===== config.mk =====
export PLATFORM = sky130hd
export DESIGN_NAME = road_segment_projector_core
export DESIGN_NICKNAME = d
export VERILOG_FILES = /design/src/sv/rsp_pkg.sv /design/src/sv/rsp_alu.sv /design/src/sv/rsp_engine.sv /design/src/sv/road_segment_projector_core.sv
export SDC_FILE = /design/constraint.sdc
export NUM_CORES = 2
export LEC_CHECK = 0
export ABC_AREA = 0
export BUFFER_PORTS_ARGS = -buffer_cell sky130_fd_sc_hd__buf_2
export CAP_MARGIN = 20
export CORE_ASPECT_RATIO = 0.75
export CORE_MARGIN = 2
export CORE_UTILIZATION = 35
export CTS_CLUSTER_SIZE = 16
export DETAILED_ROUTE_END_ITERATION = 8
export PLACE_DENSITY = 0.53
export REMOVE_ABC_BUFFERS = 1
export SETUP_SLACK_MARGIN = 0.3
export SLEW_MARGIN = 20
export SYNTH_ARGS = -nofsm -noshare
export SYNTH_HDL_FRONTEND = slang
export SYNTH_SLANG_ARGS = --single-unit

===== constraint.sdc =====
create_clock -name aclk -period 18.7 [get_ports aclk]
set_input_delay 1.87 -clock aclk [delete_from_list [all_inputs] [get_ports aclk]]
set_output_delay 1.87 -clock aclk [all_outputs]
set_load 0.03 [all_outputs]

===== src/sv/rsp_pkg.sv =====
// ----------------------------------------------------------------------------
// rsp_pkg: shared types, constants and helpers of the road segment projector
// Register indexes, stream payload layouts, reset values and saturation helpers.
// ----------------------------------------------------------------------------
`timescale 1ns / 1ps

package rsp_pkg;

    // Default geometry, used as the defaults of the top level parameters
    localparam int SCREEN_WIDTH_DEF    = 1024;
    localparam int SCREEN_HEIGHT_DEF   = 768;
    localparam int ROAD_WIDTH_DEF      = 2000;
    localparam int SCALE_FRAC_BITS_DEF = 16;

    // Width of the shared adder at the default geometry
    localparam int ALU_WIDTH_DEF = 66;

    // Port widths
    localparam int S_TDATA_W  = 64;
    localparam int M_TDATA_W  = 112;
    localparam int CFG_IDX_W  = 2;
    localparam int CFG_DATA_W = 22;

    // Configuration register reset values
    localparam logic signed [15:0] CAMERA_X_RESET     = 16'sd0;
    localparam logic signed [15:0] CAMERA_Y_RESET     = 16'sd1500;
    localparam logic        [21:0] CAMERA_Z_RESET     = 22'd0;
    localparam logic        [15:0] CAMERA_DEPTH_RESET = 16'd213;

    typedef enum logic [CFG_IDX_W-1:0] {
        REG_CAMERA_X     = 2'd0,
        REG_CAMERA_Y     = 2'd1,
        REG_CAMERA_Z     = 2'd2,
        REG_CAMERA_DEPTH = 2'd3
    } cfg_reg_t;

    typedef struct packed {
        logic signed [15:0] camera_x;
        logic signed [15:0] camera_y;
        logic        [21:0] camera_z;
        logic        [15:0] camera_depth;
    } cam_cfg_t;

    typedef struct packed {
        logic               frame_start;
        logic        [11:0] seg_number;
        logic        [21:0] seg_depth;
        logic signed [15:0] seg_height;
        logic signed [8:0]  seg_curve;
    } seg_item_t;

    typedef struct packed {
        logic signed [15:0] top_row;
        logic signed [15:0] top_center;
        logic        [15:0] top_half_width;
        logic signed [15:0] bottom_row;
        logic signed [15:0] bottom_center;
        logic        [15:0] bottom_half_width;
        logic               stripe;
        logic        [9:0]  clip_row;
    } proj_result_t;

    // Saturate to the signed 16 bit range
    function automatic logic signed [15:0] sat16(input logic signed [19:0] v);
        logic signed [15:0] r;
        if (v > 20'sd32767) begin
            r = 16'sh7FFF;
        end else if (v < -20'sd32768) begin
            r = 16'sh8000;
        end else begin
            r = v[15:0];
        end
        return r;
    endfunction

    // Saturate to the signed 32 bit range
    function automatic logic signed [31:0] sat32(input logic signed [32:0] v);
        logic signed [31:0] r;
        if (v > 33'sh07FFFFFFF) begin
            r = 32'sh7FFFFFFF;
        end else if (v < -33'sh080000000) begin
            r = 32'sh80000000;
        end else begin
            r = v[31:0];
        end
        return r;
    endfunction

    // Clamp a row to 0..1023
    function automatic logic [9:0] clip10(input logic signed [15:0] v);
        logic [9:0] r;
        if (v < 16'sd0) begin
            r = 10'd0;
        end else if (v > 16'sd1023) begin
            r = 10'd1023;
        end else begin
            r = v[9:0];
        end
        return r;
    endfunction

    // (n div 3) mod 2; n * 2731 / 8192 equals n div 3 for every 12 bit n
    function automatic logic stripe_bit(input logic [11:0] n);
        logic [25:0] p;
        p = 26'(n) * 26'd2731;
        return p[13];
    endfunction

endpackage


===== src/sv/rsp_alu.sv =====
// ----------------------------------------------------------------------------
// rsp_alu: shared adder / subtractor
// One wide add or subtract with carry out; serves the divider's trial
// subtract and the multiplier's shift-add step.
// ----------------------------------------------------------------------------
`timescale 1ns / 1ps

module rsp_alu #(
    parameter int WIDTH = rsp_pkg::ALU_WIDTH_DEF
) (
    input  logic [WIDTH-1:0] a,
    input  logic [WIDTH-1:0] b,
    input  logic             sub,
    output logic [WIDTH:0]   sum
);

    logic [WIDTH:0] b_ext;

    // Top bit of a subtract is set when a < b
    assign b_ext = {1'b0, b} ^ {(WIDTH + 1){sub}};
    assign sum   = {1'b0, a} + b_ext + (WIDTH + 1)'(sub);

endmodule


===== src/sv/rsp_engine.sv =====
// ----------------------------------------------------------------------------
// rsp_engine: segment projection sequencer
// Runs the scale division and the three projection products through one
// shared adder, then updates the horizon, previous edge and curve sums.
// ----------------------------------------------------------------------------
`timescale 1ns / 1ps

module rsp_engine #(
    parameter int SCREEN_WIDTH    = rsp_pkg::SCREEN_WIDTH_DEF,
    parameter int SCREEN_HEIGHT   = rsp_pkg::SCREEN_HEIGHT_DEF,
    parameter int ROAD_WIDTH      = rsp_pkg::ROAD_WIDTH_DEF,
    parameter int SCALE_FRAC_BITS = rsp_pkg::SCALE_FRAC_BITS_DEF
) (
    input  logic                 aclk,
    input  logic                 aresetn,
    input  rsp_pkg::cam_cfg_t    cfg,
    input  logic                 start,
    input  rsp_pkg::seg_item_t   item,
    output logic                 idle,
    output logic                 res_valid,
    input  logic                 res_ready,
    output rsp_pkg::proj_result_t res
);

    localparam int HALF_W = SCREEN_WIDTH / 2;
    localparam int HALF_H = SCREEN_HEIGHT / 2;
    localparam int NW     = SCALE_FRAC_BITS + 8;          // numerator and scale bits
    localparam int YW     = NW;                           // serial operand bits
    localparam int HWB    = $clog2(HALF_W + 1);
    localparam int VWB    = $clog2(HALF_H + 1);
    localparam int CB     = (HWB > VWB) ? HWB : VWB;
    localparam int MW     = 32 + CB;                      // multiplicand bits
    localparam int PW     = MW + NW;                      // product bits
    localparam int CW     = $clog2(NW);
    localparam longint ROAD_K = longint'(ROAD_WIDTH) * longint'(HALF_W);

    localparam logic [YW-1:0] CA_Y = YW'(HALF_W) << (YW - HWB);
    localparam logic [YW-1:0] RA_Y = YW'(HALF_H) << (YW - VWB);
    localparam logic [PW-1:0] MASK_BIG   = (PW'(1) << (SCALE_FRAC_BITS + 8)) - PW'(1);
    localparam logic [PW-1:0] MASK_SMALL = (PW'(1) << SCALE_FRAC_BITS) - PW'(1);
    localparam logic signed [19:0] HALF_W_S = 20'(HALF_W);
    localparam logic signed [19:0] HALF_H_S = 20'(HALF_H);

    typedef enum logic [10:0] {
        ST_IDLE = 11'b00000000001,
        ST_DIV  = 11'b00000000010,
        ST_CA   = 11'b00000000100,
        ST_CB   = 11'b00000001000,
        ST_CF   = 11'b00000010000,
        ST_RA   = 11'b00000100000,
        ST_RB   = 11'b00001000000,
        ST_RF   = 11'b00010000000,
        ST_HB   = 11'b00100000000,
        ST_HF   = 11'b01000000000,
        ST_UPD  = 11'b10000000000
    } state_t;

    state_t state_reg, state_next;
    logic [CW-1:0] cnt_reg;

    // Projection state
    logic signed [31:0] lat_off_reg, lat_step_reg;
    logic signed [15:0] horizon_reg;
    logic signed [15:0] prev_row_reg, prev_center_reg;
    logic        [15:0] prev_half_reg;
    logic               prev_front_reg;

    // Per segment working registers
    logic [PW-1:0]      acc_reg;
    logic [MW-1:0]      x_reg;
    logic [YW-1:0]      y_reg;
    logic [YW-1:0]      scale_reg;
    logic [21:0]        dist_reg;
    logic               front_reg;
    logic [11:0]        number_reg;
    logic signed [15:0] height_reg;
    logic signed [8:0]  curve_reg;
    logic               neg_c_reg, neg_r_reg;
    logic signed [15:0] center_reg, row_reg;
    logic        [15:0] half_reg;

    // Shared unit step
    logic          div_mode;
    logic [PW-1:0] alu_a, alu_b;
    logic [PW:0]   alu_sum;
    logic          qbit;
    logic [PW-1:0] step_acc;
    logic [YW-1:0] step_y;
    logic [CW-1:0] last_cnt;
    logic          step_end;

    // Operands
    logic signed [22:0] dist_full;
    logic               dist_pos;
    logic signed [33:0] a_full;
    logic        [33:0] a_abs;
    logic signed [16:0] b_full;
    logic        [16:0] b_abs;

    // Round, saturate
    logic          fin_big, fin_neg;
    logic [PW-1:0] fin_shr;
    logic          fin_low_nz;
    logic [PW-1:0] fin_mag;
    logic [17:0]   fin_sat;
    logic signed [18:0] fin_val;
    logic signed [19:0] fin_ext;

    // Update
    logic visible, produce, commit;

    assign div_mode = (state_reg == ST_DIV);
    assign alu_a    = {acc_reg[PW-2:0], div_mode & y_reg[YW-1]};
    assign alu_b    = div_mode ? PW'(dist_reg) : (y_reg[YW-1] ? PW'(x_reg) : '0);

    rsp_alu #(
        .WIDTH (PW)
    ) u_alu (
        .a   (alu_a),
        .b   (alu_b),
        .sub (div_mode),
        .sum (alu_sum)
    );

    // Keep the trial difference only when it did not go negative
    assign qbit     = ~alu_sum[PW];
    assign step_acc = (div_mode && !qbit) ? alu_a : alu_sum[PW-1:0];
    assign step_y   = {y_reg[YW-2:0], div_mode & qbit};

    always_comb begin
        case (state_reg)
            ST_CA:   last_cnt = CW'(HWB - 1);
            ST_RA:   last_cnt = CW'(VWB - 1);
            default: last_cnt = CW'(NW - 1);
        endcase
    end
    assign step_end = (cnt_reg == last_cnt);

    assign dist_full = $signed({1'b0, item.seg_depth}) - $signed({1'b0, cfg.camera_z});
    assign dist_pos  = !dist_full[22] && (dist_full[21:0] != 22'd0);

    assign a_full = 34'(lat_off_reg) - 34'($signed({cfg.camera_x, 8'd0}));
    assign a_abs  = a_full[33] ? 34'(-a_full) : a_full;
    assign b_full = 17'(height_reg) - 17'(cfg.camera_y);
    assign b_abs  = b_full[16] ? 17'(-b_full) : b_full;

    // Floor of the signed product over 2^k, saturated well past the 16 bit range
    assign fin_big    = (state_reg == ST_CF);
    assign fin_neg    = (state_reg == ST_CF) ? neg_c_reg :
                        ((state_reg == ST_RF) ? neg_r_reg : 1'b0);
    assign fin_shr    = fin_big ? (acc_reg >> (SCALE_FRAC_BITS + 8)) : (acc_reg >> SCALE_FRAC_BITS);
    assign fin_low_nz = fin_big ? |(acc_reg & MASK_BIG) : |(acc_reg & MASK_SMALL);
    assign fin_mag    = fin_shr + PW'(fin_neg & fin_low_nz);
    assign fin_sat    = (|fin_mag[PW-1:17]) ? 18'h20000 : fin_mag[17:0];
    assign fin_val    = fin_neg ? -$signed({1'b0, fin_sat}) : $signed({1'b0, fin_sat});
    assign fin_ext    = 20'(fin_val);

    assign visible = front_reg && ($signed(row_reg) < $signed(horizon_reg));
    assign produce = visible && prev_front_reg;
    assign commit  = (state_reg == ST_UPD) && (!produce || res_ready);

    assign idle      = (state_reg == ST_IDLE);
    assign res_valid = (state_reg == ST_UPD) && produce && res_ready;

    always_comb begin
        res.top_row           = prev_row_reg;
        res.top_center        = prev_center_reg;
        res.top_half_width    = prev_half_reg;
        res.bottom_row        = row_reg;
        res.bottom_center     = center_reg;
        res.bottom_half_width = half_reg;
        res.stripe            = rsp_pkg::stripe_bit(number_reg);
        res.clip_row          = rsp_pkg::clip10(horizon_reg);
    end

    always_comb begin
        state_next = state_reg;
        unique case (state_reg)
            ST_IDLE: begin
                if (start) begin
                    state_next = dist_pos ? ST_DIV : ST_UPD;
                end
            end
            ST_DIV:  if (step_end) state_next = ST_CA;
            ST_CA:   if (step_end) state_next = ST_CB;
            ST_CB:   if (step_end) state_next = ST_CF;
            ST_CF:   state_next = ST_RA;
            ST_RA:   if (step_end) state_next = ST_RB;
            ST_RB:   if (step_end) state_next = ST_RF;
            ST_RF:   state_next = ST_HB;
            ST_HB:   if (step_end) state_next = ST_HF;
            ST_HF:   state_next = ST_UPD;
            ST_UPD:  if (commit) state_next = ST_IDLE;
            default: state_next = ST_IDLE;
        endcase
    end

    // Control and projection state
    always_ff @(posedge aclk) begin
        if (!aresetn) begin
            state_reg       <= ST_IDLE;
            cnt_reg         <= '0;
            lat_off_reg     <= '0;
            lat_step_reg    <= '0;
            horizon_reg     <= 16'(SCREEN_HEIGHT);
            prev_row_reg    <= '0;
            prev_center_reg <= '0;
            prev_half_reg   <= '0;
            prev_front_reg  <= 1'b0;
        end else begin
            state_reg <= state_next;
            if (state_reg == ST_DIV || state_reg == ST_CA || state_reg == ST_CB ||
                state_reg == ST_RA || state_reg == ST_RB || state_reg == ST_HB) begin
                cnt_reg <= step_end ? '0 : cnt_reg + CW'(1);
            end else begin
                cnt_reg <= '0;
            end
            if (idle && start && item.frame_start) begin
                lat_off_reg    <= '0;
                lat_step_reg   <= '0;
                horizon_reg    <= 16'(SCREEN_HEIGHT);
                prev_front_reg <= 1'b0;
            end
            if (commit) begin
                if (front_reg) begin
                    if (visible) begin
                        horizon_reg <= row_reg;
                    end
                    prev_row_reg    <= row_reg;
                    prev_center_reg <= center_reg;
                    prev_half_reg   <= half_reg;
                    prev_front_reg  <= 1'b1;
                end else begin
                    prev_front_reg  <= 1'b0;
                end
                lat_off_reg  <= rsp_pkg::sat32(33'(lat_off_reg) + 33'(lat_step_reg));
                lat_step_reg <= rsp_pkg::sat32(33'(lat_step_reg) + 33'(curve_reg));
            end
        end
    end

    // Working registers
    always_ff @(posedge aclk) begin
        unique case (state_reg)
            ST_IDLE: begin
                if (start) begin
                    number_reg <= item.seg_number;
                    height_reg <= item.seg_height;
                    curve_reg  <= item.seg_curve;
                    front_reg  <= dist_pos;
                    dist_reg   <= dist_full[21:0];
                    acc_reg    <= '0;
                    y_reg      <= YW'(cfg.camera_depth) << (SCALE_FRAC_BITS - 8);
                end
            end
            ST_DIV: begin
                if (step_end) begin
                    scale_reg <= step_y;
                    x_reg     <= MW'(a_abs[31:0]);
                    y_reg     <= CA_Y;
                    acc_reg   <= '0;
                    neg_c_reg <= a_full[33];
                end else begin
                    acc_reg <= step_acc;
                    y_reg   <= step_y;
                end
            end
            ST_CA, ST_RA: begin
                if (step_end) begin
                    x_reg   <= step_acc[MW-1:0];
                    y_reg   <= scale_reg;
                    acc_reg <= '0;
                end else begin
                    acc_reg <= step_acc;
                    y_reg   <= step_y;
                end
            end
            ST_CB, ST_RB, ST_HB: begin
                acc_reg <= step_acc;
                y_reg   <= step_y;
            end
            ST_CF: begin
                center_reg <= rsp_pkg::sat16(HALF_W_S + fin_ext);
                x_reg      <= MW'(b_abs);
                y_reg      <= RA_Y;
                acc_reg    <= '0;
                neg_r_reg  <= b_full[16];
            end
            ST_RF: begin
                row_reg <= rsp_pkg::sat16(HALF_H_S - fin_ext);
                x_reg   <= MW'(ROAD_K);
                y_reg   <= scale_reg;
                acc_reg <= '0;
            end
            ST_HF: begin
                half_reg <= (fin_sat[17:16] != 2'b00) ? 16'hFFFF : fin_sat[15:0];
            end
            ST_UPD: begin
                // hold until the result is taken
            end
            default: begin
            end
        endcase
    end

`ifndef SYNTHESIS
    a_res_has_room: assert property (@(posedge aclk) disable iff (!aresetn)
        res_valid |-> res_ready)
        else $error("result issued while the output register is full");

    a_start_leaves_idle: assert property (@(posedge aclk) disable iff (!aresetn)
        start |=> (state_reg == ST_DIV || state_reg == ST_UPD))
        else $error("accepted request did not start the sequence");

    a_res_then_idle: assert property (@(posedge aclk) disable iff (!aresetn)
        res_valid |=> (state_reg == ST_IDLE))
        else $error("sequencer did not return to idle after a result");

    a_horizon_rises: assert property (@(posedge aclk) disable iff (!aresetn)
        !(start && item.frame_start) |=> ($signed(horizon_reg) <= $signed($past(horizon_reg))))
        else $error("horizon moved down within a frame");
`endif

endmodule


===== src/sv/road_segment_projector_core.sv =====
// ----------------------------------------------------------------------------
// road_segment_projector_core: pseudo 3D road segment projector
// Projected segment: run through the bit serial divider and multiplier sharing one adder; a new request is taken only once the engine is idle again.
// Result held in the output register; a segment behind the camera skips the divider and multiplier and goes straight to the update.
// Synchronous active low reset; camera registers, curve sums, horizon and previous edge return to their reset values at once.
// ----------------------------------------------------------------------------
`timescale 1ns / 1ps

module road_segment_projector_core #(
    parameter int SCREEN_WIDTH    = rsp_pkg::SCREEN_WIDTH_DEF,
    parameter int SCREEN_HEIGHT   = rsp_pkg::SCREEN_HEIGHT_DEF,
    parameter int ROAD_WIDTH      = rsp_pkg::ROAD_WIDTH_DEF,
    parameter int SCALE_FRAC_BITS = rsp_pkg::SCALE_FRAC_BITS_DEF
) (
    input  logic                           aclk,
    input  logic                           aresetn,

    input  logic                           cfg_valid,
    output logic                           cfg_ready,
    input  logic [rsp_pkg::CFG_IDX_W-1:0]  cfg_index,
    input  logic [rsp_pkg::CFG_DATA_W-1:0] cfg_data,

    input  logic                           s_tvalid,
    output logic                           s_tready,
    // seg_number[11:0], seg_depth[33:12], seg_height[49:34], seg_curve[58:50], zero
    input  logic [rsp_pkg::S_TDATA_W-1:0]  s_tdata,
    // frame_start[0]
    input  logic [0:0]                     s_tuser,

    output logic                           m_tvalid,
    input  logic                           m_tready,
    // top_row[15:0], top_center[31:16], top_half_width[47:32], bottom_row[63:48],
    // bottom_center[79:64], bottom_half_width[95:80], clip_row[105:96], zero
    output logic [rsp_pkg::M_TDATA_W-1:0]  m_tdata,
    // stripe[0]
    output logic [0:0]                     m_tuser
);

    rsp_pkg::cam_cfg_t     cfg_reg;
    rsp_pkg::seg_item_t    item;
    rsp_pkg::proj_result_t res;
    rsp_pkg::proj_result_t out_reg;
    logic                  out_valid_reg;
    logic                  eng_idle, start, res_valid, res_ready;

    assign cfg_ready = 1'b1;

    always_ff @(posedge aclk) begin
        if (!aresetn) begin
            cfg_reg.camera_x     <= rsp_pkg::CAMERA_X_RESET;
            cfg_reg.camera_y     <= rsp_pkg::CAMERA_Y_RESET;
            cfg_reg.camera_z     <= rsp_pkg::CAMERA_Z_RESET;
            cfg_reg.camera_depth <= rsp_pkg::CAMERA_DEPTH_RESET;
        end else if (cfg_valid) begin
            unique case (rsp_pkg::cfg_reg_t'(cfg_index))
                rsp_pkg::REG_CAMERA_X:     cfg_reg.camera_x     <= cfg_data[15:0];
                rsp_pkg::REG_CAMERA_Y:     cfg_reg.camera_y     <= cfg_data[15:0];
                rsp_pkg::REG_CAMERA_Z:     cfg_reg.camera_z     <= cfg_data[21:0];
                rsp_pkg::REG_CAMERA_DEPTH: cfg_reg.camera_depth <= cfg_data[15:0];
                default: begin
                end
            endcase
        end
    end

    assign item.frame_start = s_tuser[0];
    assign item.seg_number  = s_tdata[11:0];
    assign item.seg_depth   = s_tdata[33:12];
    assign item.seg_height  = s_tdata[49:34];
    assign item.seg_curve   = s_tdata[58:50];

    assign s_tready  = eng_idle;
    assign start     = s_tvalid && eng_idle;
    assign res_ready = !out_valid_reg || m_tready;

    rsp_engine #(
        .SCREEN_WIDTH    (SCREEN_WIDTH),
        .SCREEN_HEIGHT   (SCREEN_HEIGHT),
        .ROAD_WIDTH      (ROAD_WIDTH),
        .SCALE_FRAC_BITS (SCALE_FRAC_BITS)
    ) u_engine (
        .aclk      (aclk),
        .aresetn   (aresetn),
        .cfg       (cfg_reg),
        .start     (start),
        .item      (item),
        .idle      (eng_idle),
        .res_valid (res_valid),
        .res_ready (res_ready),
        .res       (res)
    );

    // Output register: hold the result until the downstream side takes it
    always_ff @(posedge aclk) begin
        if (!aresetn) begin
            out_valid_reg <= 1'b0;
        end else if (res_valid) begin
            out_valid_reg <= 1'b1;
        end else if (m_tready) begin
            out_valid_reg <= 1'b0;
        end
    end

    always_ff @(posedge aclk) begin
        if (res_valid) begin
            out_reg <= res;
        end
    end

    assign m_tvalid = out_valid_reg;
    assign m_tdata  = {6'd0, out_reg.clip_row,
                       out_reg.bottom_half_width, out_reg.bottom_center, out_reg.bottom_row,
                       out_reg.top_half_width, out_reg.top_center, out_reg.top_row};
    assign m_tuser  = out_reg.stripe;

endmodule


==> metrics.yaml <==
status: "completed"
hp-start: "u_engine.prev_half_reg[12]"
finClkSkew_ns: 0.0418
wl_mm: 105
ir_drop_uv: 60.0
core_area_um2: 105000
holdPathEnd: "m_tdata[44]"
maxCapViolCount: 0
r2r_start: "u_engine.state_reg[3]"
wl_per_cell_um: 18.3
dr.pass1.iters: 6
grt-ovfl-total: 0
timing.final.hold_violations: 0
drive_above_1_share_pct: 10.5
drv_slew: 0
yosysWarnings: 0
period_minus_slack_ns: 10.73
cts_buffers: 69
synth_top_cell_area_share_pct: 30.0
grt_usage_pct: 18.7
ys_types: 93
worstHoldPathCells: 0
r2r-end: "u_engine.row_reg[4]"
drt_iter0_drc: 2490
synth-seq-cells: 589
largest_reg_flops: 106
tns_ns: 0
antenna_found_initial: 0
routabilityCongestion: 0.917
max_freq_mhz: 93.2
setup_ws_ns: 7.97
die_h_um: 287
postSynthCellCount: 4103
io_buffers: 197
cts_hold_buf: 0
grt_max_degree: 101
final_area_um2: 42100
slowest_delay_ns: 0.76
rsz0062_at_grt: "no"
cts_resized: 0
p_leak_uw: 0.0167
hp-class: "register to register"
synth_top_cell_by_area: "edfxtp_1"
end_kind: "register"
ys_top_cells_by_area: "edfxtp_1 (30%), dfxtp_1 (12%), ha_1 (8.8%)"
p_per_area_nw_per_um2: 95.5
critPathKind: "register to register"
cp-start-kind: "register"
clk_pin_slew_worst_paths_ns: 0.06
drcViolationCount: 0
post-place-ws_ns: 8.14
cts.path.max_buffers: 3
htreeDepth: 3
yosysSeqAreaShare_pct: 41.6
grt_pass1_vias: 28400
io_pins: 210
syn_area_um2: 37300
critPathArrivalTime_ns: 11.08
worst_slew_pin_slew_ns: 1.12
cts-root-buf: "clkbuf_16"
syn_to_final_growth_pct: 13.1
cp_max_fo: 48
ys.flop_type: "edfxtp_1"
fin_util_pct: 40.0
routed_via_density: 5.32
num_rows: 103
async_reset_ff_share_pct: 0
reg2reg_depth: 29
post-route-period-util_pct: 57.4
ant_nets: 0
num-nets-final: 4617
initial_core_util_pct: 35.4
slowest_stage: "and4_1"
setup_violations: 0
grt_pass1_wl_mm: 164
rrSetupSlack_ns: 7.97
cts_tree: "done"
post-cts-setup-buffer-count: 0
critPathRequiredTime_ns: 19.05
dp_hpwl_mm: 75.7
via_count: 30400
clock_sinks: 589
die_area_um2: 109000
placed_cell_area_um2: 39700
avgSynthCellArea_um2: 9.09
synth_edf_count: 373
maxSlewHeadroom_pct: 25.3
die_w_um: 381
insertion_delay_ns: 0.67
==> through the flow <==
stage / hold WS, ns / total power [uW] / cells
global route: 0.439 / 4270 / 5704
CTS: 0.429 / 4070 / 5704
global placement: 0.412 / 2580 / 5576
detailed placement: 0.413 / 2590 / 5577
finish: 0.426 / 4030 / 5706
floorplan: 0.408 / 2290 / 3919
==> routing by layer <==
| layer | global-route usage [%] | up-vias | wire, um |
|---|---|---|---|
| li1 | - | 15100 | - |
| met1 | 28.9 | 14300 | 53900 |
| met2 | 26.9 | 817 | 42600 |
| met3 | 3.29 | 123 | 6190 |
| met4 | 4.09 | 0 | 1810 |
| met5 | 0 | - | 0 |
==> where the power goes <==
group	internal [uW]	switching, uW
logic	385	588
registers	1480	113
clock network	868	589
total	2740	1290
==> cell families after synthesis <==
family | synth area share, %
AND/OR/NAND/NOR | 18.3
AO/OA/AOI/OAI | 17.9
flip-flops | 41.6
buffers and inverters | 4.05
adder cells (fa/ha/maj) | 10.4
XOR/XNOR | 6.58
multiplexers | 1.09
other | 0.0201
==> final cells by class <==
cell class              instances  area (um2)
fillers                     10700       63300
multi-input cells            3137       20400
flip-flops and latches        589       15500
clock buffers                  82        1850
well taps                    1417        1770
repair buffers                241        1320
inverters                     193         734
clock inverters                45         582
diodes                          2        5.00
==> critical path, delay by kind of cell, from the launching register on <==
family	cells	cell delay (ns)
buf+inv	5	1.42
mux	1	0.24
flops	1	0.39
fa+ha+maj	3	1.07
simple gates	13	5.24
compound gates	7	1.94
==> layout by cell type (no fill, tap or decap), drive strengths merged, types with 30 or more instances in the layout <==
master and count:
dfxtp 216, clkbuf 82, inv 197, mux2i 36, ha 262, o21ai 215
a31oi 43, nor2 329, fa 30, xor2 105, and3 43, xnor2 175
nand3 124, nor3 85, or3 33, a21oi 413, buf 241, nand4 47
nand2b 43, edfxtp 373, a21o 83, nor2b 33, a22oi 52, nor4 31
nand2 528, or2 34, and2 34
==> cell usage after synthesis, drive strengths merged (83+ instances only) <==
library cell,number
inv,190
o21ai,215
xnor2,175
nor2,329
xor2,105
a21o,83
ha,262
edfxtp,373
nand2,528
a21oi,413
nor3,85
dfxtp,216
nand3,124
clkbuf,159
==> worst max path at each step <==
stage,startpoint,depth (start not counted),slack [ns],endpoint
2_1_floorplan,u_engine.row_reg[1],13,8.39,m_tdata[0]
3_3_place_gp,u_engine.state_reg[3],30,8.26,u_engine.row_reg[2]
3_5_place_dp,u_engine.state_reg[3],30,8.14,u_engine.row_reg[4]
4_1_cts,u_engine.state_reg[3],30,8.10,u_engine.row_reg[4]
5_1_grt,u_engine.state_reg[3],30,7.10,u_engine.row_reg[2]
6_report,u_engine.state_reg[3],29,7.97,u_engine.row_reg[4]
Power figures use the tool's default switching activity.
